`config.mk`:
```
export PLATFORM = sky130hd
export DESIGN_NAME = segint_mul
export DESIGN_NICKNAME = d
export VERILOG_FILES = /design/src/segint_mul.sv
export SDC_FILE = /design/constraint.sdc
export NUM_CORES = 2
export LEC_CHECK = 0
export ABC_AREA = 1
export BUFFER_PORTS_ARGS = -buffer_cell sky130_fd_sc_hd__buf_2
export CORE_MARGIN = 1
export CORE_UTILIZATION = 55
export CTS_CLUSTER_SIZE = 20
export DETAILED_ROUTE_END_ITERATION = 8
export HOLD_SLACK_MARGIN = 0.03
export PLACE_DENSITY = 0.72
export SETUP_SLACK_MARGIN = 0.3
export SLEW_MARGIN = 40
export SYNTH_ARGS = -nofsm -noshare
export SYNTH_HDL_FRONTEND = slang
export SYNTH_SLANG_ARGS = --single-unit
```
`constraint.sdc`:
```
create_clock -name clk_i -period 21 [get_ports clk_i]
set_input_delay 4.2 -clock clk_i [delete_from_list [all_inputs] [get_ports clk_i]]
set_output_delay 4.2 -clock clk_i [all_outputs]
set_load 0.005 [all_outputs]
```
`src/segint_mul.sv`:
```
// Pipelined unsigned multiplier built from 32x32 limb products.
// Stages: limb products, row sums, final sum. No dependencies.
module segint_mul #(
  parameter int WA = 32,
  parameter int WB = 32
) (
  input  logic            clk_i,
  input  logic            en_i,
  input  logic [WA-1:0]   a_i,
  input  logic [WB-1:0]   b_i,
  output logic [WA+WB-1:0] p_o
);

  localparam int NA  = (WA + 31) / 32;
  localparam int NB  = (WB + 31) / 32;
  localparam int RW  = NB * 32 + 32;
  localparam int FW  = (NA + NB) * 32;

  logic [NA*32-1:0] a_x;
  logic [NB*32-1:0] b_x;
  logic [63:0]      pp_q  [NA][NB];
  logic [RW-1:0]    row_d [NA];
  logic [RW-1:0]    row_q [NA];
  logic [FW-1:0]    sum_d;
  logic [WA+WB-1:0] p_q;

  assign a_x = (NA*32)'(a_i);
  assign b_x = (NB*32)'(b_i);

  // Sum each row of limb products
  always_comb begin
    for (int i = 0; i < NA; i++) begin
      row_d[i] = '0;
      for (int j = 0; j < NB; j++) begin
        row_d[i] = row_d[i] + (RW'(pp_q[i][j]) << (32 * j));
      end
    end
  end

  // Sum the rows
  always_comb begin
    sum_d = '0;
    for (int i = 0; i < NA; i++) begin
      sum_d = sum_d + (FW'(row_q[i]) << (32 * i));
    end
  end

  always_ff @(posedge clk_i) begin
    if (en_i) begin
      for (int i = 0; i < NA; i++) begin
        for (int j = 0; j < NB; j++) begin
          pp_q[i][j] <= 64'(a_x[32*i +: 32]) * 64'(b_x[32*j +: 32]);
        end
        row_q[i] <= row_d[i];
      end
      p_q <= sum_d[WA+WB-1:0];
    end
  end

  assign p_o = p_q;

endmodule

```
==> out/results.tsv <==
stage	metric	value	unit
run_status	status	complete, no violations	
routing	routed_wl	112100	µm
worst_hold_path	hold_class	flop to flop	
die	io_pins	130	
routing	routedWlPerCell	18.37	µm
synthesis	ys_warn_count	0	
die	dieHeight	277.8	µm
cells_and_area	layout-drive-gt1-share	0.04441	
timing	maxSlewHeadroom	0.3880	
placement	dp_hpwl	86540	µm
die	rows	100	
routing	drc	0	
placement	io_buffers	129	
global_routing	antenna_found_initial	0	
routing	drtPass1Iterations	5	
run	max_cap_violations	0	
synthesis	yosys.area.top_type_share	0.4287	
cts	cts_tree	built	
global_routing	gr-total-overflow	0	
global_routing	grt_pass1_vias	32930	
timing	fmax	0.09196	GHz
global_routing	grt_pass1_wl	179300	µm
critical_path	startpoint_type	primary input	
routing	vias	31170	
timing	drv_slew	0	
timing	final-setup-viol-count	0	
critical_path	end_kind	flop	
timing	finClkSkew	0.02435	ns
placement	gp_congestion	0.9624	
die	core	74820	µm²
cells_and_area	antenna-diode-count	0	
timing	tns	0	ns
cts	cts-root-buf	clkbuf_16	
routing	viasPerCell	5.107	
cts	hold_buffers	0	
timing	setup_ws	10.13	ns
cts	clock_sinks	192	
timing	hold_viol_final	0	
synthesis	synth_seq_cells	192	
die	initial_core_util	0.5592	
cts	postCtsSetupRepairBufs	0	
synthesis	synth_seq_area_share	0.1378	
timing	fin_crit_sh	0.5178	
routing	drt_iter0_markers	2486	
timing	rsz0062_at_grt	false	
synthesis	syn_area	41840	µm²
die	die_w	277.8	µm
synthesis	synth_cell_type_count	24	
critical_path	crit_type	primary input to flop	
global_routing	track_usage	0.3045	
cts	clock_path_buffers	2	
synthesis	synthTopCellsByArea	fa_1, inv_1, nand2_1	
synthesis	synth_area_per_cell	8.126	µm²
die	die-area	77180	µm²
critical_path	required	21.21	ns
global_routing	grt_start_max_net_pins	86	
synthesis	synth_nets	6374	
cts	insertion_delay	0.45	ns
timing	worst_slew_pin_slew	0.9181	ns
synthesis	synthCells	5149	
critical_path	cp_max_fo	32	
cts	cts_buffers	17	
cts	ctsResizeCount	0	
cells_and_area	final_nets	6346	
cts	htree_levels	4	
cells_and_area	syn2layout_area_growth	4.770	%
critical_path	arrival	11.08	ns
synthesis	yosys.area.top_type	fa_1	
timing	period_needed	10.87	ns
cts	clk_pin_slew	0.09	ns
placement	place_ws	9.726	ns
routing	antenna_left	0	
worst paths after layout:
path / start / endpoint / slack (ns) / cells after the start
worst max-delay path: b_i[2] / pp_q[0][52] / 10.13 / 23
worst min-delay path: row_q[0][5] / p_o[5] / 0.40 / 0
worst min register to register: row_q[0][5] / p_o[5] / 0.40 / 0
worst max register to register: pp_q[0][30] / row_q[0][30] / 20.27 / 0
cell usage after synthesis, drive strengths merged:
cell type / count
xnor2: 4
o21bai: 10
edfxtp: 192
xor2: 32
nor3: 18
o21ai: 3
fa: 896
nand2: 1576
a21oi: 45
clkbuf: 192
inv: 1735
nor2: 99
ha: 263
nand4: 16
and2: 1
nand3: 67
registers in the layout, indices dropped and copies added, names as in the netlist:
| signal | count |
|---|---|
| row_q | 64 |
| p_o | 64 |
| pp_q | 64 |
metrics by stage:
| step | area, µm² | util | hold slack, ns | std cells |
|---|---|---|---|---|
| finish | 43830 | 0.5859 | 0.4045 | 6103 |
| global route | 43830 | 0.5859 | 0.4174 | 6103 |
| CTS | 43780 | 0.5851 | 0.4071 | 6102 |
| detailed placement | 43150 | 0.5767 | 0.4045 | 6070 |
| global placement | 43080 | 0.5758 | 0.4003 | 6068 |
| floorplan | 41840 | - | 0.4003 | 5149 |
logic make-up after synthesis:
| family | count (synthesis) | synth area share |
|---|---|---|
| buffers and inverters | 1927 | 0.1729 |
| adder cells (fa/ha/maj) | 1159 | 0.5074 |
| flip-flops | 192 | 0.1378 |
| AO/OA/AOI/OAI | 58 | 0.007626 |
| AND/OR/NAND/NOR | 1777 | 0.1668 |
| XOR/XNOR | 36 | 0.007536 |
layer usage:
metal | vias to the layer above | GRT usage | part of all wire
li1 | 14160 | - | -
met1 | 15350 | 0.3939 | 0.39
met2 | 1343 | 0.5056 | 0.48
met3 | 323 | 0.04590 | 0.080
met4 | 0 | 0.1424 | 0.055
met5 | - | 0 | 0
cell usage in the layout (no fill, tap or decap), types with 3 or more instances in the layout:
cell	count
a21oi_1	45
buf_2	109
buf_4	31
bufinv_16	3
clkbuf_16	17
edfxtp_1	192
fa_1	896
ha_1	263
inv_1	1728
inv_2	7
nand2_1	1566
nand2_2	10
nand3_1	61
nand3_2	6
nand4_1	16
nor2_1	76
nor2_2	21
nor3_1	12
nor3_2	5
o21ai_0	3
o21bai_1	9
xnor2_1	4
xor2_1	32
area by class of cell:
type,instances,area [µm²]
Clock inverter,15,202.7
Sequential cell,192,5766
Fill cell,6760,30990
Multi-Input combinational cell,3030,28840
Tap cell,969,1212
Timing Repair Buffer,145,875.8
Clock buffer,17,425.4
Inverter,1735,6513
critical path, cell delays in order:
cell and delay [ns]:
buf_2 0.65, nand2_1 0.19, fa_1 0.58, inv_1 0.05, fa_1 0.47, inv_1 0.05, fa_1 0.50, fa_1 0.56
inv_1 0.06, fa_1 0.51, fa_1 0.58, fa_1 0.44, fa_1 0.53, ha_1 0.44, nand2_1 0.16, nor2_2 0.14
inv_2 0.06, nor3_2 0.30, nand2_1 0.21, nor2_1 0.13, nand2_1 0.09, nand4_1 0.09, nand2_1 0.08
Power is left out: the tool's default activity adds up to more than one toggle a clock period on the data nets, which glitch-free logic cannot reach.
